`src/rtl/cfpu_pkg.sv`:
```
package cfpu_pkg;

  localparam int unsigned BYTE_W = 8;
  localparam int unsigned CRC_W  = 16;

  localparam logic [CRC_W-1:0] CRC_INIT = 16'hFFFF;
  localparam logic [CRC_W-1:0] CRC_POLY = 16'hA001;

  // Parser phases, one-hot
  typedef enum logic [6:0] {
    PH_HUNT    = 7'b0000001,
    PH_SEQ     = 7'b0000010,
    PH_MSGID   = 7'b0000100,
    PH_LEN     = 7'b0001000,
    PH_PAYLOAD = 7'b0010000,
    PH_CRC_LO  = 7'b0100000,
    PH_CRC_HI  = 7'b1000000
  } phase_t;

  typedef enum logic [1:0] {
    CRC_HOLD  = 2'd0,
    CRC_CLEAR = 2'd1,
    CRC_FEED  = 2'd2,
    CRC_SEED  = 2'd3
  } crc_op_t;

  typedef struct packed {
    crc_op_t           op;
    logic [BYTE_W-1:0] data;
  } crc_ctrl_t;

  typedef struct packed {
    logic              payload_valid;
    logic [BYTE_W-1:0] payload_byte;
    logic [BYTE_W-1:0] payload_index;
    logic              frame_end;
    logic              frame_good;
    logic [BYTE_W-1:0] frame_seq;
    logic [BYTE_W-1:0] frame_msg_id;
    logic [BYTE_W-1:0] frame_length;
  } result_t;

endpackage

```
`src/rtl/cfpu_crc.sv`:
```
module cfpu_crc (
  input  logic                      clk,
  input  logic                      rst,
  input  cfpu_pkg::crc_ctrl_t       ctrl,
  output logic [cfpu_pkg::CRC_W-1:0] crc
);
  import cfpu_pkg::*;

  // Modbus CRC-16 byte update, reflected, eight shift steps
  function automatic logic [CRC_W-1:0] crc_feed(input logic [CRC_W-1:0] c_in,
                                                input logic [BYTE_W-1:0] b);
    logic [CRC_W-1:0] c;
    c = c_in ^ {{(CRC_W-BYTE_W){1'b0}}, b};
    for (int k = 0; k < BYTE_W; k++) begin
      c = c[0] ? ((c >> 1) ^ CRC_POLY) : (c >> 1);
    end
    return c;
  endfunction

  logic [CRC_W-1:0] crc_next;

  always_comb begin
    case (ctrl.op)
      CRC_CLEAR: crc_next = CRC_INIT;
      CRC_FEED:  crc_next = crc_feed(crc, ctrl.data);
      CRC_SEED:  crc_next = crc_feed(CRC_INIT, ctrl.data);
      default:   crc_next = crc;
    endcase
  end

  always_ff @(posedge clk) begin
    if (rst) begin
      crc <= CRC_INIT;
    end else begin
      crc <= crc_next;
    end
  end

endmodule

```
`src/rtl/cfpu_parser.sv`:
```
module cfpu_parser (
  input  logic                        clk,
  input  logic                        rst,
  input  logic                        cfg_we,
  input  logic [cfpu_pkg::BYTE_W-1:0] cfg_wdata,
  input  logic                        in_fire,
  input  logic [cfpu_pkg::BYTE_W-1:0] in_byte,
  input  logic [cfpu_pkg::CRC_W-1:0]  crc,
  output cfpu_pkg::crc_ctrl_t         crc_ctrl,
  output cfpu_pkg::result_t           result
);
  import cfpu_pkg::*;

  logic [BYTE_W-1:0] header_byte;
  phase_t            phase, phase_next;
  logic [BYTE_W-1:0] payload_count, payload_count_next;
  logic [BYTE_W-1:0] held_seq, held_seq_next;
  logic [BYTE_W-1:0] held_msg_id, held_msg_id_next;
  logic [BYTE_W-1:0] held_length, held_length_next;
  logic [BYTE_W-1:0] crc_low_byte, crc_low_byte_next;
  logic [BYTE_W-1:0] count_inc;
  crc_op_t           op;

  assign count_inc = payload_count + 1'b1;

  always_comb begin
    phase_next         = phase;
    payload_count_next = payload_count;
    held_seq_next      = held_seq;
    held_msg_id_next   = held_msg_id;
    held_length_next   = held_length;
    crc_low_byte_next  = crc_low_byte;
    op                 = CRC_HOLD;
    result             = '0;

    case (phase)
      PH_SEQ: begin
        held_seq_next = in_byte;
        op            = CRC_FEED;
        phase_next    = PH_MSGID;
      end
      PH_MSGID: begin
        held_msg_id_next = in_byte;
        op               = CRC_FEED;
        phase_next       = PH_LEN;
      end
      PH_LEN: begin
        held_length_next   = in_byte;
        op                 = CRC_FEED;
        payload_count_next = '0;
        // empty payload skips straight to the checksum
        phase_next         = (in_byte == '0) ? PH_CRC_LO : PH_PAYLOAD;
      end
      PH_PAYLOAD: begin
        result.payload_valid = 1'b1;
        result.payload_byte  = in_byte;
        result.payload_index = payload_count;
        op                   = CRC_FEED;
        if (count_inc == held_length) begin
          payload_count_next = '0;
          phase_next         = PH_CRC_LO;
        end else begin
          payload_count_next = count_inc;
        end
      end
      PH_CRC_LO: begin
        crc_low_byte_next = in_byte;
        phase_next        = PH_CRC_HI;
      end
      PH_CRC_HI: begin
        result.frame_end   = 1'b1;
        result.frame_good  = ({in_byte, crc_low_byte} == crc);
        op                 = CRC_CLEAR;
        payload_count_next = '0;
        phase_next         = PH_HUNT;
      end
      default: begin
        // hunting, also any stray phase code
        payload_count_next = '0;
        if (in_byte == header_byte) begin
          op         = CRC_SEED;
          phase_next = PH_SEQ;
        end else begin
          op         = CRC_CLEAR;
          phase_next = PH_HUNT;
        end
      end
    endcase

    result.frame_seq    = held_seq_next;
    result.frame_msg_id = held_msg_id_next;
    result.frame_length = held_length_next;

    crc_ctrl.op   = in_fire ? op : CRC_HOLD;
    crc_ctrl.data = in_byte;
  end

  always_ff @(posedge clk) begin
    if (rst) begin
      header_byte   <= '0;
      phase         <= PH_HUNT;
      payload_count <= '0;
      held_seq      <= '0;
      held_msg_id   <= '0;
      held_length   <= '0;
      crc_low_byte  <= '0;
    end else begin
      if (cfg_we) begin
        header_byte <= cfg_wdata;
      end
      if (in_fire) begin
        phase         <= phase_next;
        payload_count <= payload_count_next;
        held_seq      <= held_seq_next;
        held_msg_id   <= held_msg_id_next;
        held_length   <= held_length_next;
        crc_low_byte  <= crc_low_byte_next;
      end
    end
  end

endmodule

```
`src/rtl/cfpu_out_stage.sv`:
```
module cfpu_out_stage (
  input  logic              clk,
  input  logic              rst,
  input  logic              in_fire,
  input  cfpu_pkg::result_t in_data,
  output logic              in_ready,
  output logic              out_valid,
  input  logic              out_ready,
  output cfpu_pkg::result_t out_data
);
  import cfpu_pkg::*;

  result_t skid_data;
  logic    skid_valid;

  assign in_ready = !skid_valid;

  always_ff @(posedge clk) begin
    if (rst) begin
      out_valid  <= 1'b0;
      skid_valid <= 1'b0;
    end else if (out_ready || !out_valid) begin
      if (skid_valid) begin
        out_valid  <= 1'b1;
        skid_valid <= 1'b0;
      end else begin
        out_valid <= in_fire;
      end
    end else if (in_fire) begin
      skid_valid <= 1'b1;
    end
  end

  // payload path, no reset
  always_ff @(posedge clk) begin
    if (out_ready || !out_valid) begin
      out_data <= skid_valid ? skid_data : in_data;
    end else if (in_fire) begin
      skid_data <= in_data;
    end
  end

endmodule

```
`src/rtl/crc_checked_frame_parser_unit.sv`:
```
// Channel  Dir  tdata                                         tuser
// s_axis   in   [7:0] rx_byte                                 -
// m_axis   out  [7:0] payload_byte [15:8] payload_index       [0] payload_valid
//               [23:16] frame_seq [31:24] frame_msg_id        [1] frame_good
//               [39:32] frame_length; tlast = frame_end
// cfg      in   cfg_we / cfg_wdata write header_byte
//
// One byte per cycle while s_tready is high; each byte yields one result transaction.
// Each result is registered in the output stage, behind the parser phase logic
// and the one-byte CRC update.
// rst is synchronous, active high: parser hunts for header, CRC = 0xFFFF,
// header_byte = 0, both output registers empty.
// One skid entry beside the result register keeps s_tready high when the
// output first stalls; s_tready drops only once the skid entry is occupied.
module crc_checked_frame_parser_unit (
  input  logic        clk,
  input  logic        rst,
  input  logic        cfg_we,
  input  logic [7:0]  cfg_wdata,
  input  logic        s_tvalid,
  output logic        s_tready,
  input  logic [7:0]  s_tdata,   // [7:0] rx_byte
  output logic        m_tvalid,
  input  logic        m_tready,
  output logic [39:0] m_tdata,   // payload_byte, payload_index, seq, msg_id, length
  output logic        m_tlast,   // frame_end
  output logic [1:0]  m_tuser    // [0] payload_valid, [1] frame_good
);
  import cfpu_pkg::*;

  logic             in_fire;
  crc_ctrl_t        crc_ctrl;
  logic [CRC_W-1:0] crc;
  result_t          res;
  result_t          out_res;

  // a byte is consumed only when the output side can take its result
  assign in_fire = s_tvalid && s_tready;

  cfpu_crc u_crc (
    .clk  (clk),
    .rst  (rst),
    .ctrl (crc_ctrl),
    .crc  (crc)
  );

  // phase tracking, held header fields, result forming
  cfpu_parser u_parser (
    .clk       (clk),
    .rst       (rst),
    .cfg_we    (cfg_we),
    .cfg_wdata (cfg_wdata),
    .in_fire   (in_fire),
    .in_byte   (s_tdata),
    .crc       (crc),
    .crc_ctrl  (crc_ctrl),
    .result    (res)
  );

  cfpu_out_stage u_out (
    .clk       (clk),
    .rst       (rst),
    .in_fire   (in_fire),
    .in_data   (res),
    .in_ready  (s_tready),
    .out_valid (m_tvalid),
    .out_ready (m_tready),
    .out_data  (out_res)
  );

  assign m_tdata = {out_res.frame_length, out_res.frame_msg_id, out_res.frame_seq,
                    out_res.payload_index, out_res.payload_byte};
  assign m_tlast = out_res.frame_end;
  assign m_tuser = {out_res.frame_good, out_res.payload_valid};

endmodule

```
`config.mk`:
```
export PLATFORM = sky130hd
export DESIGN_NAME = crc_checked_frame_parser_unit
export DESIGN_NICKNAME = d
export VERILOG_FILES = /design/src/rtl/cfpu_pkg.sv /design/src/rtl/cfpu_crc.sv /design/src/rtl/cfpu_parser.sv /design/src/rtl/cfpu_out_stage.sv /design/src/rtl/crc_checked_frame_parser_unit.sv
export SDC_FILE = /design/constraint.sdc
export NUM_CORES = 1
export LEC_CHECK = 0
export BUFFER_PORTS_ARGS = -buffer_cell sky130_fd_sc_hd__clkbuf_2
export CAP_MARGIN = 20
export CORE_UTILIZATION = 64
export DETAILED_ROUTE_END_ITERATION = 7
export GPL_TIMING_DRIVEN = 0
export PLACE_DENSITY = 0.85
export SYNTH_ARGS = -nofsm -noshare
export SYNTH_HDL_FRONTEND = slang
export SYNTH_SLANG_ARGS = --single-unit
```
`constraint.sdc`:
```
create_clock -name clk -period 5.8 [get_ports clk]
set_input_delay 0.58 -clock clk [delete_from_list [all_inputs] [get_ports clk]]
set_output_delay 0.58 -clock clk [all_outputs]
set_load 0.01 [all_outputs]
```
==> results of run 1 <==
## state kept, by name (all words and copies together), names as in the netlist
register and cells:
u_parser.phase 7, u_out.skid_data 43, u_parser.held_msg_id 8, u_out.out_data 43, u_parser.header_byte 8, u_out.skid_valid 1
u_parser.held_seq 8, u_parser.crc_low_byte 8, u_parser.payload_count 8, u_parser.held_length 8, u_crc.crc 16, u_out.out_valid 1
## final cells by class
type / count / area, um2 / share of cell area [%]
clock buffers: 18 / 439 / 5.28
inverters: 13 / 48.8 / 0.586
clock inverters: 14 / 134 / 1.61
repair buffers: 58 / 328 / 3.94
plain buffers: 41 / 183 / 2.19
multi-input cells: 445 / 2970 / 35.7
flip-flops and latches: 159 / 4040 / 48.6
well taps: 140 / 175 / 2.10
## power by group
part           switching, mW  internal (mW)
clock network          0.475          0.608
logic                  0.138         0.0944
registers             0.0224           1.24
total                  0.636           1.94
## critical path, stage by stage
cell and delay [ps]:
clkbuf_1 510, xnor2_1 180, nand4_1 160, nor3b_1 710, a21oi_1 300, a221oi_1 370
o21ai_0 130
## routing by layer
metal | GRT usage [%] | vias up
met5 | 0 | -
met3 | 6.21 | 79
met1 | 38.5 | 2635
li1 | - | 2481
met2 | 53.1 | 306
met4 | 18.1 | 0
## cells by family (layout without fill, tap and decap cells)
family,Yosys count,after routing
adder cells (fa/ha/maj),5,5
buffers and inverters,54,144
XOR/XNOR,68,68
multiplexers,61,61
flip-flops,159,159
AO/OA/AOI/OAI,81,81
AND/OR/NAND/NOR,230,230
## metrics by stage
step	hold slack (ps)	utilization, %	total power [mW]	cell area (um2)	cells
global route	416	76.1	2.64	8320	888
detailed placement	496	70.9	1.51	7750	856
CTS	393	76.1	2.57	8320	888
finish	388	76.1	2.58	8320	888
floorplan	475	-	1.43	7240	658
global placement	481	70.4	1.49	7690	854
## cell usage in the layout, fill, tap and decap left out, types with 3 or more instances in the layout
cell	Yosys	routed
nor3_1	37	37
o22ai_1	9	9
clkbuf_1	26	26
nor4_1	4	4
or3_1	4	4
mux2_2	41	41
inv_1	12	12
xnor2_1	33	33
o21ai_0	35	35
ha_1	5	5
buf_4	3	3
inv_6	0	3
a21o_1	3	3
o21a_1	4	4
nor2_1	75	74
mux2i_1	19	19
nand2_1	48	48
xnor3_1	3	3
dfxtp_1	73	73
clkinv_4	0	4
buf_2	8	8
a211oi_1	3	3
clkbuf_2	0	56
and2_1	17	17
nand2b_1	11	10
nand4_1	8	8
xor2_1	32	32
nand3_1	10	10
buf_1	3	3
clkbuf_16	0	17
clkinvlp_4	0	3
edfxtp_1	86	86
and3_1	4	4
a21oi_1	9	9
## worst max-delay path by stage
stage                                               end        from  depth (start not counted)  slack, ps
after floorplan            u_out.skid_data[0]$_DFFE_PP_    m_tready                          2       1740
after global placement    u_out.skid_data[39]$_DFFE_PP_    m_tready                          3        260
after detailed placement     u_crc.crc[15]$_SDFFE_PP1P_  s_tdata[7]                          7       2730
after CTS                    u_crc.crc[15]$_SDFFE_PP1P_  s_tdata[7]                          7       3180
after global routing         u_crc.crc[15]$_SDFFE_PP1P_  s_tdata[7]                          7       2990
final                        u_crc.crc[15]$_SDFFE_PP1P_  s_tdata[7]                          7       3140
==> results.md, run 1 <==
* Num CTS Buffers at 17
* Dominant cell by count in the synthesized netlist: edfxtp_1
* Reg clk slew, reported paths at 60 ps
* CP max FO at 7
* # nets final at between 700 and 800
* Post-CTS Resized at 0
* Core Box Area at around 0.011 mm2
* XOR/XNOR Fraction of Synth Area at 8.80%
* Routed wl met3 at 1370 um
* Mux cell area share after synthesis at 9.21%
* Mapped Nets at 684
* Peak supply drop at about 220 uV
* Most frequent cells after synthesis: edfxtp_1, nor2_1, dfxtp_1
* RSZ-0062 raised after global routing: false
* WL met1 at 6700 um
* DIE AREA at between 0.01 and 0.015 mm2
* Final worst slack at around 3100 ps
* Synth Instances at about 660
* CTS tree: yes
* Final Hold Vio Count at 0
* Compound-Gate Fraction of Synth Area at 6.95%
* Clk_skew at 8.04 ps
* Remaining global-route overflow at 0
* DR WL met2 at 8740 um
* Critical path launch point type: primary input
* Hold Crit Depth at 3
* RR Endpoint: u_out.skid_data[39]$_DFFE_PP_
* Slew margin rel. at between 40 and 50%
* Max Slew Vio Count at 0
* Part of the Yosys area used for sequential elements at 55.9%
* Share of cells above drive strength 1 at around 20%
* # IOs at 66
* Global-route wire length before repair at 27600 um
* Chip height at approximately 110 um
* Number of flops mapped to enable cells by yosys at between 80 and 90
* Launching point of the worst reg2reg path: u_out.skid_valid$_SDFFE_PP0P_
* Routed wire length per instance at roughly 20 um
* Synth unique cells at 54
* Largest net degree at the start of global routing at 29
* Power density over the cells at ~310 mW/mm2
* Site Rows at 38
* Worst hold-check path type: primary input to flop
* CP Class: primary input to flop
* # port buffers at 56
* Largest family of logic cells by synthesized area: simple AND/OR/NAND/NOR gates
* Max Fclk at ~380 MHz
* Yosys reg bits at between 150 and 200
* DRC at 0
* Fillcell total at 695
* Syn avg cell area at approximately 11 um2
* Post-CTS Setup Inserts at 0
* ANT cells at 0
* TNS Setup at 0 ps
* Leakage at 3.27 nW
* Routability cong. at 0.925
* Vias per cell at approximately 6.2
* Layout area overhead at 15.0%
* Max H-tree Level at 4
* Measured slew at the worst slew-check pin at about 840 ps
* Violation count after the first detailed-route iteration at 674
* Top Metal Used: met4
* Initial Utilization at 66.2%
* Initial DRT Pass Iterations at 6
* Final min period at 2660 ps
* Data required, critical path at 6100 ps
* Post-place setup slack at between 2000 and 3000 ps
* Fraction of registers with async set or reset after synthesis at 0%
* Adder-Cell Fraction of Synth Area at 0.864%
* Ys flop type: edfxtp_1
* Worst hold start: cfg_wdata[4]
* Max cap viols at 0
* Dpl hpwl at roughly 12000 um
* Initial antenna violation count at 0
* Dominant cells by area after synthesis: edfxtp_1, dfxtp_1, mux2_2, xnor2_1, nor2_1
* Max Root-Sink Buffers at 2
* Synth Warn # at 0
* Status: completed
* R2R Setup Slk at between 3000 and 4000 ps
* Vias in the first global route at 5400
* Finish-stage setup viols at 0
* All-Layer GR Usage at 31.8%
* Root Driver: clkbuf_16
* Largest area contributor in the netlist: edfxtp_1
* Top cell type's share of synthesized area at between 30 and 40%
* Horiz. Die Dim at 108 um
* Final WL at ~17000 um
* Worst Hold Path EP: u_parser.header_byte[4]$_SDFFE_PP0P_
* Clock sink count at roughly 160
* Worst setup EP type: flop
* Post-DRT Antenna Nets at 0
* Arr. time, crit path at 2950 ps
* Final period utilization at between 40% and 50%
* Worst reg-to-reg path cell count at 6
* Simple-Gate Fraction of Synth Area at around 15%
* Post-CTS Hold Buffers at 0
* Vias after detailed routing at between 5000 and 6000
* Syn Std Cell Area at between 0.007 and 0.008 mm2
* Skew-Pair Late Insertion Delay at 430 ps
Note: power is estimated with default switching activity, not from simulation.
==> run 2: changes to the inputs <==
--- a/config.mk
+++ b/config.mk
@@ -5,12 +5,13 @@
 export SDC_FILE = /design/constraint.sdc
 export NUM_CORES = 1
 export LEC_CHECK = 0
+export ABC_AREA = 1
 export BUFFER_PORTS_ARGS = -buffer_cell sky130_fd_sc_hd__clkbuf_2
 export CAP_MARGIN = 20
-export CORE_UTILIZATION = 64
+export CORE_UTILIZATION = 60
 export DETAILED_ROUTE_END_ITERATION = 7
 export GPL_TIMING_DRIVEN = 0
-export PLACE_DENSITY = 0.85
+export PLACE_DENSITY = 0.8
 export SYNTH_ARGS = -nofsm -noshare
 export SYNTH_HDL_FRONTEND = slang
 export SYNTH_SLANG_ARGS = --single-unit
==> constraint.sdc (replaced) <==
create_clock -name clk -period 2.7 [get_ports clk]
set_input_delay 0.27 -clock clk [delete_from_list [all_inputs] [get_ports clk]]
set_output_delay 0.27 -clock clk [all_outputs]
set_load 0.01 [all_outputs]
==> run 2 against run 1 <==
Setup slack lost 2500 ps. Count of clock-buffer cells in the layout is the same. Synthesized area grew 3.6%. Global-route usage shrank 1.2 points. Non-clock buffer count shrank 1. First-iteration DRC count shrank 2.1%. Sequential power grew 120%. Via count grew 16%.
==> results.md, run 2 <==
* Adder-Cell Fraction of Synth Area at less than 1%
* Largest family of logic cells by synthesized area: simple AND/OR/NAND/NOR gates
* Yosys reg bits at between 150 and 200
* Most frequent cells in the layout: nand2_1, inv_1, edfxtp_1, dfxtp_1, o21ai_0
* Worst hold-check path type: primary input to flop
* Fraction of registers with async set or reset after synthesis at 0%
* Max Fclk at between 400 and 500 MHz
* Measured slew at the worst slew-check pin at approximately 670 ps
* Register area at between 0.004 and 0.005 mm2
* Crit path top cell by count: nand2_1
* Vias in the first global route at a little under 6000
* Critical path's largest stage delay at about 350 ps
* Vias per cell at 5.50
* Root Driver: clkbuf_16
* Ys flop type: edfxtp_1
* ANT cells at 0
* Core Box Area at 0.0121 mm2
* Finished Cell Area at slightly below 0.009 mm2
* Num CTS Buffers at 17
* Dominant cell by count in the synthesized netlist: nand2_1
* Final period utilization at ~77%
* Final WL at around 19000 um
* Routability cong. at about 0.96
* Post-CTS Resized at 0
* Initial DRT Pass Iterations at 5
* Critical path launch point type: flop
* Global-route wire length before repair at between 20000 and 30000 um
* Slew margin rel. at a little under three fifths
* Hold_ws at roughly 56 ps
* Vias after detailed routing at about 6400
* CP max-delay cell: dfxtp_1
* Most frequent cells after synthesis: nand2_1, inv_1, edfxtp_1
* Max Slew Vio Count at 0
* # nets final at about 1000
* CP Class: flop to flop
* Top flop regs: u_out.out_data (43), u_out.skid_data (43), u_crc.crc (16)
* # port buffers at just under 60
* Largest net degree at the start of global routing at 35
* Post-place setup slack at 299 ps
* Post-CTS Setup Inserts at 0
* Site Rows at 40
* Initial antenna violation count at 0
* Arr. time, crit path at about 2400 ps
* Worst setup EP type: flop
* Peak supply drop at between 300 and 400 uV
* Post-CTS Hold Buffers at 0
* Max cap viols at 0
* Multi-input logic area at 0.00291 mm2
* Post-DRT Antenna Nets at 0
* Data required, critical path at approximately 3000 ps
* Power density over the cells at ~660 mW/mm2
* Placed cell area at roughly 0.008 mm2
* Dpl hpwl at between 10000 and 15000 um
* Top cell type's share of synthesized area at 34.4%
* Status: completed
* Number of flops mapped to enable cells by yosys at between 80 and 90
* Routed wire length per instance at between 15 and 20 um
* Finish-stage setup viols at 0
* DRC at 0
* Max H-tree Level at 4
* Part of the Yosys area used for sequential elements at a little over half
* CP max FO at 10
* Simple-Gate Fraction of Synth Area at between 20% and 30%
* DIE AREA at 0.0130 mm2
* Mux cell area share after synthesis at 0%
* Clk_skew at around 8.5 ps
* Skew-Pair Late Insertion Delay at around 430 ps
* Mapped Nets at 932
* Synth Warn # at 0
* # IOs at 66
* Chip height at 114 um
* Dominant cells by area after synthesis: edfxtp_1, dfxtp_1, nand2_1, o21ai_0, inv_1
* RSZ-0062 raised after global routing: false
* Max Root-Sink Buffers at 2
* Syn Std Cell Area at 0.00750 mm2
* Violation count after the first detailed-route iteration at 660
* Reg clk slew, reported paths at 60 ps
* Layout area overhead at 15.3%
* XOR/XNOR Fraction of Synth Area at 3.95%
* Share of cells above drive strength 1 at 14.0%
* Largest area contributor in the netlist: edfxtp_1
* Final min period at between 2000 and 2500 ps
* Final Hold Vio Count at 0
* Synth unique cells at 38
* Fillcell total at 932
* Horiz. Die Dim at between 100 and 150 um
* Synth Instances at 906
* Critical Path, Cell by Cell: nor2_2 > nand2_4 > nor2_4 > nor2_2 > nand2_1 > nand4_2 > inv_2 > buf_4 > nand2_1 > o211ai_1 > nand2_1
* Initial Utilization at 61.9%
* Remaining global-route overflow at 0
* Leakage at just under 4 nW
* Clock sink count at between 150 and 200
* Most common cell after layout, fill and taps aside: nand2_1
* Final worst slack at between 600 and 700 ps
* Syn avg cell area at 8.28 um2
* Compound-Gate Fraction of Synth Area at a little under a tenth
* CTS tree: yes
* All-Layer GR Usage at a little under a third
[run 2: cell count changes after synthesis, moves of 26 or more]
cell | previous run | this run
a21oi_1 | 9 | 48
inv_1 | 12 | 88
mux2_2 | 41 | 0
nand2_1 | 48 | 295
nand3_1 | 10 | 38
nor3_1 | 37 | 6
o21ai_0 | 35 | 68
xnor2_1 | 33 | 7
[run 2: where the power goes]
group,internal [mW],switching [mW]
sequential,2.68,0.0493
combinational,0.182,0.392
clock,1.45,0.968
[run 2: cell type report]
class,count,area share [%]
tap,168,2.43
inverter,100,4.37
clock inverter,14,1.88
buffer,38,2.02
timing repair buffer,60,3.91
clock buffer,18,4.96
multi-input combinational,609,33.7
sequential,159,46.7
[run 2: kinds of logic (layout without fill, tap and decap cells)]
family / after synthesis / after routing
compound gates: 138 / 138
xor+xnor: 33 / 33
fa+ha+maj: 5 / 5
buf+inv: 138 / 230
flops: 159 / 159
simple gates: 433 / 433
[run 2: final timing paths]
check / to / depth (start not counted) / startpoint / slack (ps)
hold / removal: u_parser.header_byte[1]$_SDFFE_PP0P_ / 3 / cfg_wdata[1] / 60
setup reg to reg: u_crc.crc[6]$_SDFFE_PP1P_ / 11 / u_parser.phase[4]$_SDFFE_PP0P_ / 620
setup / recovery: u_crc.crc[6]$_SDFFE_PP1P_ / 11 / u_parser.phase[4]$_SDFFE_PP0P_ / 620
hold reg to reg: u_parser.payload_count[7]$_SDFFE_PP0P_ / 2 / u_parser.payload_count[7]$_SDFFE_PP0P_ / 490
[run 2: stage by stage]
| stage | power, mW | utilization (%) | setup TNS, ps | instances |
|---|---|---|---|---|
| 2_1_floorplan | 3.14 | - | 0 | 906 |
| 3_3_place_gp | 3.31 | 66.1 | -27380 | 1132 |
| 3_5_place_dp | 3.34 | 66.5 | 0 | 1134 |
| 4_1_cts | 5.71 | 71.4 | 0 | 1166 |
| 5_1_grt | 5.89 | 71.4 | 0 | 1166 |
| 6_report | 5.72 | 71.4 | 0 | 1166 |
[run 2: metal layers]
| layer | track usage, % | vias to the layer above | wire, um |
|---|---|---|---|
| li1 | - | 3103 | - |
| met1 | 38.0 | 2915 | 7640 |
| met2 | 49.9 | 320 | 8740 |
| met3 | 5.37 | 70 | 1340 |
| met4 | 19.0 | 0 | 919 |
| met5 | 0 | - | 0 |
[run 2: critical path, delay by kind of cell (launching register included)]
| kind | cells | cell delay, ps |
|---|---|---|
| AOI/OAI and AO/OA | 1 | 100 |
| and+or+nand+nor | 8 | 1190 |
| buffers and inverters | 2 | 300 |
| DFF | 1 | 350 |
